<file path="src/design/vlcs_pkg.sv">
package vlcs_pkg;

    // Result kinds
    localparam logic [1:0] KIND_PROGRAM = 2'd0;
    localparam logic [1:0] KIND_VERDICT = 2'd1;
    localparam logic [1:0] KIND_DONE    = 2'd2;

    // Configuration register indexes
    localparam int CFG_IDX_W = 3;
    localparam logic [CFG_IDX_W-1:0] REG_SETTLE_TICKS   = 3'd0;
    localparam logic [CFG_IDX_W-1:0] REG_SAMPLE_TOTAL   = 3'd1;
    localparam logic [CFG_IDX_W-1:0] REG_LOCK_THRESHOLD = 3'd2;
    localparam logic [CFG_IDX_W-1:0] REG_BIAS_LAST      = 3'd3;
    localparam logic [CFG_IDX_W-1:0] REG_ADJUST_LAST    = 3'd4;

    localparam int CFG_DATA_W = 16;

    // Configuration reset values
    localparam logic [15:0] SETTLE_TICKS_RST   = 16'd300;
    localparam logic [15:0] SAMPLE_TOTAL_RST   = 16'd1000;
    localparam logic [15:0] LOCK_THRESHOLD_RST = 16'd500;
    localparam logic [3:0]  BIAS_LAST_RST      = 4'd14;
    localparam logic [1:0]  ADJUST_LAST_RST    = 2'd3;

    // Default depth of the result queue; it must hold at least two results.
    localparam int QUEUE_DEPTH_DEF = 4;

    typedef struct packed {
        logic opcode;
        logic lock_sample;
    } t_in;

    typedef struct packed {
        logic [1:0]  kind;
        logic [3:0]  pt_bias;
        logic [1:0]  pt_adjust;
        logic        locked;
        logic [15:0] lock_count;
        logic        last;
    } t_out;

    typedef struct packed {
        logic [15:0] settle_ticks;
        logic [15:0] sample_total;
        logic [15:0] lock_threshold;
        logic [3:0]  bias_last;
        logic [1:0]  adjust_last;
    } t_cfg;

    // Results caused by one accepted item: num is 0, 1 or 2.
    typedef struct packed {
        logic [1:0] num;
        t_out       res0;
        t_out       res1;
    } t_push;

endpackage

</file>
<file path="src/design/vlcs_core.sv">
module vlcs_core
    import vlcs_pkg::*;
(
    input  logic  i_clk,
    input  logic  i_rst_n,
    input  logic  i_accept,
    input  t_in   i_in,
    input  t_cfg  i_cfg,
    output t_push o_push
);

    typedef enum logic [2:0] {
        PH_IDLE   = 3'b001,
        PH_SETTLE = 3'b010,
        PH_SAMPLE = 3'b100
    } t_phase;

    t_phase      r_phase,   n_phase;
    logic [15:0] r_wait,    n_wait;
    logic [15:0] r_samples, n_samples;
    logic [15:0] r_qual,    n_qual;
    logic [3:0]  r_bias,    n_bias;
    logic [1:0]  r_adj,     n_adj;

    logic [15:0] qual_upd;
    logic [15:0] samples_upd;
    logic [15:0] wait_dec;
    t_phase      begin_phase;

    always_comb begin
        qual_upd    = r_qual;
        samples_upd = r_samples;
        wait_dec    = r_wait - 16'd1;
        begin_phase = (i_cfg.settle_ticks == 16'd0) ? PH_SAMPLE : PH_SETTLE;

        n_phase   = r_phase;
        n_wait    = r_wait;
        n_samples = r_samples;
        n_qual    = r_qual;
        n_bias    = r_bias;
        n_adj     = r_adj;
        o_push    = '0;

        if (i_in.lock_sample) begin
            if (r_qual != 16'hFFFF) qual_upd = r_qual + 16'd1;
        end else if (r_qual != 16'd0) begin
            qual_upd = r_qual - 16'd1;
        end
        if (r_samples != 16'hFFFF) samples_upd = r_samples + 16'd1;

        if (!i_in.opcode) begin
            // Start: restart the sweep at the first point.
            n_bias    = '0;
            n_adj     = '0;
            n_samples = '0;
            n_qual    = '0;
            n_wait    = i_cfg.settle_ticks;
            n_phase   = begin_phase;
            o_push.num       = 2'd1;
            o_push.res0      = '0;
            o_push.res0.kind = KIND_PROGRAM;
            o_push.res0.last = 1'b1;
        end else begin
            unique case (r_phase)
                PH_SETTLE: begin
                    n_wait = wait_dec;
                    if (wait_dec == 16'd0) n_phase = PH_SAMPLE;
                end
                PH_SAMPLE: begin
                    n_qual    = qual_upd;
                    n_samples = samples_upd;
                    if (samples_upd >= i_cfg.sample_total) begin
                        o_push.num             = 2'd2;
                        o_push.res0.kind       = KIND_VERDICT;
                        o_push.res0.pt_bias    = r_bias;
                        o_push.res0.pt_adjust  = r_adj;
                        o_push.res0.locked     = (qual_upd > i_cfg.lock_threshold);
                        o_push.res0.lock_count = qual_upd;
                        o_push.res0.last       = 1'b0;
                        o_push.res1.last       = 1'b1;
                        if (r_adj < i_cfg.adjust_last || r_bias < i_cfg.bias_last) begin
                            if (r_adj < i_cfg.adjust_last) begin
                                n_adj = r_adj + 2'd1;
                            end else begin
                                n_adj  = '0;
                                n_bias = r_bias + 4'd1;
                            end
                            n_samples = '0;
                            n_qual    = '0;
                            n_wait    = i_cfg.settle_ticks;
                            n_phase   = begin_phase;
                            o_push.res1.kind      = KIND_PROGRAM;
                            o_push.res1.pt_bias   = n_bias;
                            o_push.res1.pt_adjust = n_adj;
                        end else begin
                            n_phase   = PH_IDLE;
                            n_wait    = '0;
                            n_samples = '0;
                            o_push.res1.kind = KIND_DONE;
                        end
                    end
                end
                default: begin
                    // Idle: ticks are ignored.
                end
            endcase
        end
    end

    always_ff @(posedge i_clk) begin
        if (!i_rst_n) begin
            r_phase   <= PH_IDLE;
            r_wait    <= '0;
            r_samples <= '0;
            r_qual    <= '0;
            r_bias    <= '0;
            r_adj     <= '0;
        end else if (i_accept) begin
            r_phase   <= n_phase;
            r_wait    <= n_wait;
            r_samples <= n_samples;
            r_qual    <= n_qual;
            r_bias    <= n_bias;
            r_adj     <= n_adj;
        end
    end

endmodule

</file>
<file path="src/design/vlcs_outq.sv">
module vlcs_outq
    import vlcs_pkg::*;
#(
    parameter int QUEUE_DEPTH = QUEUE_DEPTH_DEF
) (
    input  logic  i_clk,
    input  logic  i_rst_n,
    input  logic  i_push_en,
    input  t_push i_push,
    output logic  o_room,
    output logic  o_valid,
    input  logic  i_ready,
    output t_out  o_data
);

    localparam int PW = (QUEUE_DEPTH > 1) ? $clog2(QUEUE_DEPTH) : 1;
    localparam int CW = $clog2(QUEUE_DEPTH + 1);
    localparam logic [PW-1:0] PTR_LAST = PW'(QUEUE_DEPTH - 1);
    localparam logic [CW-1:0] ROOM_MAX = CW'(QUEUE_DEPTH - 2);

    t_out          r_mem [QUEUE_DEPTH];
    logic [PW-1:0] r_wr, n_wr;
    logic [PW-1:0] r_rd, n_rd;
    logic [CW-1:0] r_cnt, n_cnt;
    logic [PW-1:0] wr_next;
    logic [1:0]    push_num;
    logic          pop;

    function automatic logic [PW-1:0] ptr_inc(input logic [PW-1:0] p);
        return (p == PTR_LAST) ? '0 : p + PW'(1);
    endfunction

    assign wr_next  = ptr_inc(r_wr);
    assign push_num = i_push_en ? i_push.num : 2'd0;
    assign pop      = o_valid && i_ready;
    assign o_valid  = (r_cnt != '0);
    assign o_room   = (r_cnt <= ROOM_MAX);
    assign o_data   = r_mem[r_rd];

    always_comb begin
        n_rd  = pop ? ptr_inc(r_rd) : r_rd;
        n_wr  = r_wr;
        if (push_num == 2'd1) n_wr = wr_next;
        if (push_num == 2'd2) n_wr = ptr_inc(wr_next);
        n_cnt = r_cnt + CW'(push_num) - CW'(pop);
    end

    always_ff @(posedge i_clk) begin
        if (push_num != 2'd0) r_mem[r_wr]    <= i_push.res0;
        if (push_num == 2'd2) r_mem[wr_next] <= i_push.res1;
    end

    always_ff @(posedge i_clk) begin
        if (!i_rst_n) begin
            r_wr  <= '0;
            r_rd  <= '0;
            r_cnt <= '0;
        end else begin
            r_wr  <= n_wr;
            r_rd  <= n_rd;
            r_cnt <= n_cnt;
        end
    end

endmodule

</file>
<file path="src/design/vco_lock_calibration_sweep_top.sv">
// VCO lock calibration sweep. Each start transfer (opcode 0) restarts the sweep at
// bias 0, adjust 0 and yields a program request; each tick transfer (opcode 1) waits
// out the settling time and then takes one lock-detect sample, qualified by an
// up-down counter that stops at zero and saturates at its top. After the last sample
// of a point the block yields a verdict, followed by the next program request or a
// done marker. Ticks while idle are ignored. An input transfer is taken in the cycle
// it is offered as long as the result queue has room for two results, so the block
// accepts one item per cycle; its results are registered in the result queue and leave
// it one per cycle while the receiver is ready, and the output channel's rate of one
// result per cycle is what bounds the input rate when results pile up. Configuration
// writes take effect at once and should be made while no sweep is running.
module vco_lock_calibration_sweep_top
    import vlcs_pkg::*;
#(
    parameter int QUEUE_DEPTH = QUEUE_DEPTH_DEF
) (
    input  logic                 i_clk,
    input  logic                 i_rst_n,
    input  logic                 i_in_valid,
    output logic                 o_in_ready,
    input  t_in                  i_in_data,
    output logic                 o_out_valid,
    input  logic                 i_out_ready,
    output t_out                 o_out_data,
    input  logic                 i_cfg_we,
    input  logic [CFG_IDX_W-1:0] i_cfg_idx,
    input  logic [CFG_DATA_W-1:0] i_cfg_data
);

    t_cfg  r_cfg;
    t_push push;
    logic  accept;
    logic  room;

    // Configuration registers. Writes to unlisted indexes are dropped.
    always_ff @(posedge i_clk) begin
        if (!i_rst_n) begin
            r_cfg.settle_ticks   <= SETTLE_TICKS_RST;
            r_cfg.sample_total   <= SAMPLE_TOTAL_RST;
            r_cfg.lock_threshold <= LOCK_THRESHOLD_RST;
            r_cfg.bias_last      <= BIAS_LAST_RST;
            r_cfg.adjust_last    <= ADJUST_LAST_RST;
        end else if (i_cfg_we) begin
            unique case (i_cfg_idx)
                REG_SETTLE_TICKS:   r_cfg.settle_ticks   <= i_cfg_data[15:0];
                REG_SAMPLE_TOTAL:   r_cfg.sample_total   <= i_cfg_data[15:0];
                REG_LOCK_THRESHOLD: r_cfg.lock_threshold <= i_cfg_data[15:0];
                REG_BIAS_LAST:      r_cfg.bias_last      <= i_cfg_data[3:0];
                REG_ADJUST_LAST:    r_cfg.adjust_last    <= i_cfg_data[1:0];
                default: begin
                end
            endcase
        end
    end

    // The queue must have room for the two results one transfer can cause.
    assign o_in_ready = room;
    assign accept     = i_in_valid && room;

    vlcs_core u_core (
        .i_clk    (i_clk),
        .i_rst_n  (i_rst_n),
        .i_accept (accept),
        .i_in     (i_in_data),
        .i_cfg    (r_cfg),
        .o_push   (push)
    );

    vlcs_outq #(
        .QUEUE_DEPTH (QUEUE_DEPTH)
    ) u_outq (
        .i_clk     (i_clk),
        .i_rst_n   (i_rst_n),
        .i_push_en (accept),
        .i_push    (push),
        .o_room    (room),
        .o_valid   (o_out_valid),
        .i_ready   (i_out_ready),
        .o_data    (o_out_data)
    );

endmodule

</file>
<file path="config.mk">
export PLATFORM = sky130hd
export DESIGN_NAME = vco_lock_calibration_sweep_top
export DESIGN_NICKNAME = d
export VERILOG_FILES = /design/src/design/vlcs_pkg.sv /design/src/design/vlcs_core.sv /design/src/design/vlcs_outq.sv /design/src/design/vco_lock_calibration_sweep_top.sv
export SDC_FILE = /design/constraint.sdc
export NUM_CORES = 1
export LEC_CHECK = 0
export BUFFER_PORTS_ARGS = -buffer_cell sky130_fd_sc_hd__buf_2
export CELL_PAD_IN_SITES_DETAIL_PLACEMENT = 0
export CELL_PAD_IN_SITES_GLOBAL_PLACEMENT = 2
export CORE_MARGIN = 10
export CORE_UTILIZATION = 39
export CTS_CLUSTER_DIAMETER = 150
export CTS_CLUSTER_SIZE = 14
export DETAILED_ROUTE_END_ITERATION = 8
export GPL_TIMING_DRIVEN = 1
export HOLD_SLACK_MARGIN = 0.08
export PLACE_DENSITY_LB_ADDON = 0.1
export SYNTH_ARGS = -nofsm -noshare
export SYNTH_HDL_FRONTEND = slang
export SYNTH_SLANG_ARGS = --single-unit
</file>
<file path="constraint.sdc">
create_clock -name i_clk -period 6.11 [get_ports i_clk]
set_clock_uncertainty 0.05 [all_clocks]
set_input_delay 1.222 -clock i_clk [delete_from_list [all_inputs] [get_ports i_clk]]
set_output_delay 1.222 -clock i_clk [all_outputs]
set_load 0.03 [all_outputs]
</file>
==> results <==
- The share of layout cells above drive strength 1 is 12.24%.
- The share of the synthesized netlist area taken by xor and xnor gates is 2.512%.
- The number of buffers on the longest clock path is 3.
- For this run, global-route usage on met1 was measured as 24.97%.
- The number of warning messages in the yosys log is 0.
- The synthesized netlist cell count is 1257.
- The number of buffers and inverters on the critical path is 3.
- The total of fill cells in the finished design is 2912.
- The detailed-routing iteration count for the pre-antenna-repair pass is 5.
- The total number of clock tree sinks is 224.
- Detailed placement finished with a half-perimeter wire length of 22900 µm.
- Global routing used 17.31% of the available tracks.
- The top cell types in the final layout, fill and taps aside, are dfxtp_1 (192), nand2_1 (184), nor2_1 (85).
- The global routing stage identified its most utilized layer as met2.
- The post-CTS setup buffer count is 0.
- The clock reaches the later pin of the worst-skew pair after 0.51 ns.
- The post-detailed-route wirelength per cell is 19.29 µm.
- The actual transition at the worst max-transition pin is 1.203 ns.
- The distinct cell type count after synthesis is 77.
- Counting flops with a built-in enable in the synthesized netlist gives 32.
- The via count of the first global-routing pass is 8824.
- Setup repair after global routing left no endpoint under its margin.
- The combinational family with the most area after synthesis is compound AO/OA/AOI/OAI gates.
- The highest clock frequency the design can meet is 0.1795 GHz.
- The total number of H-tree levels is 1.
- The number of antenna diodes in the final layout is 0.
- Traced cell by cell, the critical path runs through nand3_1 -> nor4_1 -> nand2_1 -> and3_1 -> nand3_1 -> xnor2_1 -> ha_1 -> a21o_1 -> nand3_1 -> a21oi_1 -> a2111o_1 -> nor2b_1 -> buf_4 -> nand2_1 -> inv_1 -> ha_1 -> and2_1 -> nor2_1 -> inv_1.
- The number of port buffers is 53.
- Data on the critical path arrives at its endpoint at 5.70 ns.
- The width of the chip is 191.4 µm.
- The global-route met3 utilization is 2.278%.
- The synthesized netlist devotes 20.73% of its cell area to compound gates.
- The initial cell density of the core is 39.70%.
- The detail route stage leaves a number of antenna-violating nets equal to 0.
- The overall die height is 191.4 µm.
- In the routed layout, each cell is associated on average with a via count of 5.540.
- At the end of routability-driven placement, the weighted congestion stood at 0.8165.
- The endpoint required time on the critical path is 6.24 ns.
- The final number of hold-violating endpoints is 0.
- By startpoint and endpoint, the worst setup path is classified as register to register.
- The total wirelength of the detailed-routed design is 32320 µm.
- The core footprint is 0.02886 mm².
- The total of cells resized after clock tree synthesis is 0.
- The endpoint class of the critical path is a register.
- Power spread over the standard cell area amounts to 256.1 mW/mm².
- The final worst hold slack is 0.3918 ns.
- The slowest stage of the critical path belongs to the cell nor2_1.
- Of all nets on the critical path, the largest fanout is 11.
- STA classifies the critical path startpoint as a register.
- The number of setup violations in the final report is 0.
- The number of nets at the end of the flow is 1371.
- Sequential cells were found to cover 41.94% of the synthesized design area.
- The maximum cell stage delay along the critical path is 0.70 ns.
- The first global-routing pass estimated 51120 µm of wire.
- The initial antenna violation count is 0.
- The master cell of the clock root buffer is clkbuf_16.
- The floorplan has 62 rows.
- Global routing used 27.49% of the available met2 tracks.
- The number of pins exceeding their max-slew limit in the final report is 0.
- The die area is 0.03663 mm².
- The worst-case IR drop observed on VDD is 0.1498 mV.
- The worst path uses 91.15% of the clock period.
- The run finished with clean final reports.
- The min-delay analysis places its worst path in the category register to register.
- The first routing iteration left 519 violations.
- The final total power is 3.236 mW.
- After detailed routing, the number of remaining DRC violations is 0.
- The CTS tree is yes.
- The area overhead of the layout relative to synthesis is 10.30%.
- When the netlist entered floorplanning its net count stood at 1340.
- In this run the register-to-register setup slack is 0.54 ns.
- The clock edge transition at the registers on the reported setup and hold paths is 0.07 ns.
- The sum of negative setup slack is 0 ns.
- In this run the count of I/O pins placed on the die edge is 54.
- The library cell used most frequently in the layout, excluding fill and tap cells, is dfxtp_1.
- The time the worst path needs with I/O delays and setup is 5.570 ns.
- For this run, the leading register cell type out of synthesis is dfxtp_1.
- The mean instance size in the synthesized netlist is 9.114 µm².
- The cell leakage power is 4.924 nW.
- The library cell appearing most often on the critical path is nand3_1.
- The tool flagged a number of max-cap violations equal to 0.
- Buffers inserted to repair hold after CTS numbered 0.
- Headroom to the max-slew limit came out at 19.52%.
- The routed layout has 9280 vias.
- The global route total overflow is 0.
- The synthesis-stage register bit count is 224.
- The total CTS buffers is 19.
- The fraction of synthesized area in multiplexers is 5.931%.
- The simple-gate area share of the yosys netlist is 17.91%.
- The area share of fa/ha/maj cells after synthesis is 6.291%.
- The gate family responsible for the most delay along the worst path is simple AND/OR/NAND/NOR gates.
- In this run the cell area of the synthesized design comes to 0.01146 mm².
- The async set-or-reset flop fraction in the synthesized netlist is 0%.
- The maximum number of pins on one net before global-route repair is 65.
==> cell usage after synthesis, types with 15 or more instances <==
master / count / area (µm²)
ha_1: 56 / 700.7
xnor2_1: 19 / 166.4
o21ai_0: 39 / 195.2
nor2b_1: 15 / 93.84
clkbuf_1: 59 / 221.5
o211ai_1: 15 / 112.6
nor2_1: 86 / 322.8
inv_1: 65 / 244.0
mux4_2: 26 / 585.6
nand2_1: 184 / 690.7
nor3_1: 28 / 140.1
dfxtp_1: 192 / 3844
a21oi_1: 84 / 420.4
nand3_1: 26 / 130.1
a22o_1: 80 / 700.7
edfxtp_1: 32 / 960.9
==> worst register-to-register path, delay by kind of cell (launching register included) <==
| kind | cells | cell delay [ns] |
|---|---|---|
| flops | 1 | 0.46 |
| simple gates | 10 | 2.82 |
| compound gates | 3 | 0.66 |
| xor+xnor | 1 | 0.14 |
| fa+ha+maj | 2 | 0.57 |
| buf+inv | 3 | 0.57 |
==> state kept, by name (all words and copies together) (netlist names), named ones only <==
name and count:
u_core.r_adj 2, u_outq.r_mem 104, r_cfg 54, u_core.r_phase 3, u_outq.r_rd 2, u_core.r_samples 16, u_core.r_qual 16, u_outq.r_wr 2
u_outq.r_cnt 3, u_core.r_bias 4, u_core.r_wait 16
==> metrics by stage <==
| step | area (µm²) | utilization (%) | cells | setup WS (ns) |
|---|---|---|---|---|
| 6_report | 12640 | 43.79 | 1675 | 0.5404 |
| 5_1_grt | 12640 | 43.79 | 1675 | 0.01297 |
| 4_1_cts | 12630 | 43.78 | 1675 | 0.4050 |
| 3_5_place_dp | 12130 | 42.05 | 1651 | 0.4494 |
| 3_3_place_gp | 12130 | 42.05 | 1651 | 0.5627 |
| 2_1_floorplan | 11460 | - | 1257 | 0.7717 |
==> cells by family after synthesis <==
| logic type | count (synthesis) |
|---|---|
| flops | 224 |
| mux | 35 |
| simple gates | 436 |
| xor+xnor | 32 |
| fa+ha+maj | 57 |
| buf+inv | 138 |
| compound gates | 335 |
==> final timing paths <==
check,to,cells past startpoint,startpoint
setup reg to reg,u_outq.r_mem[0][23],19,u_core.r_samples[8]
hold reg to reg,u_outq.r_mem[2][24],2,u_outq.r_mem[2][24]
setup / recovery,u_outq.r_mem[0][23],19,u_core.r_samples[8]
hold / removal,u_outq.r_mem[2][24],2,u_outq.r_mem[2][24]
==> power by group <==
group	switching (mW)	total, mW	leakage [nW]	internal (mW)
Clock	0.539	1.10	0.243	0.563
Combinational	0.349	0.556	2.82	0.206
Sequential	0.0388	1.58	1.87	1.54
Total	0.927	3.24	4.92	2.31
==> routing by layer <==
metal / vias to the layer above / routed length (µm)
li1: 4637 / -
met3: 30 / 1357
met1: 4435 / 16190
met2: 178 / 14430
met5: - / 0
met4: 0 / 344
==> layout make-up <==
cell class	count	area, µm²	area share (%)
inverters	65	244.0	1.931
flip-flops and latches	224	4805	38.02
multi-input cells	895	6117	48.41
well taps	384	480.5	3.802
repair buffers	83	490.5	3.882
clock inverters	1	8.758	0.06931
clock buffers	23	490.5	3.882
No activity file was read; power rests on OpenSTA's default activity.
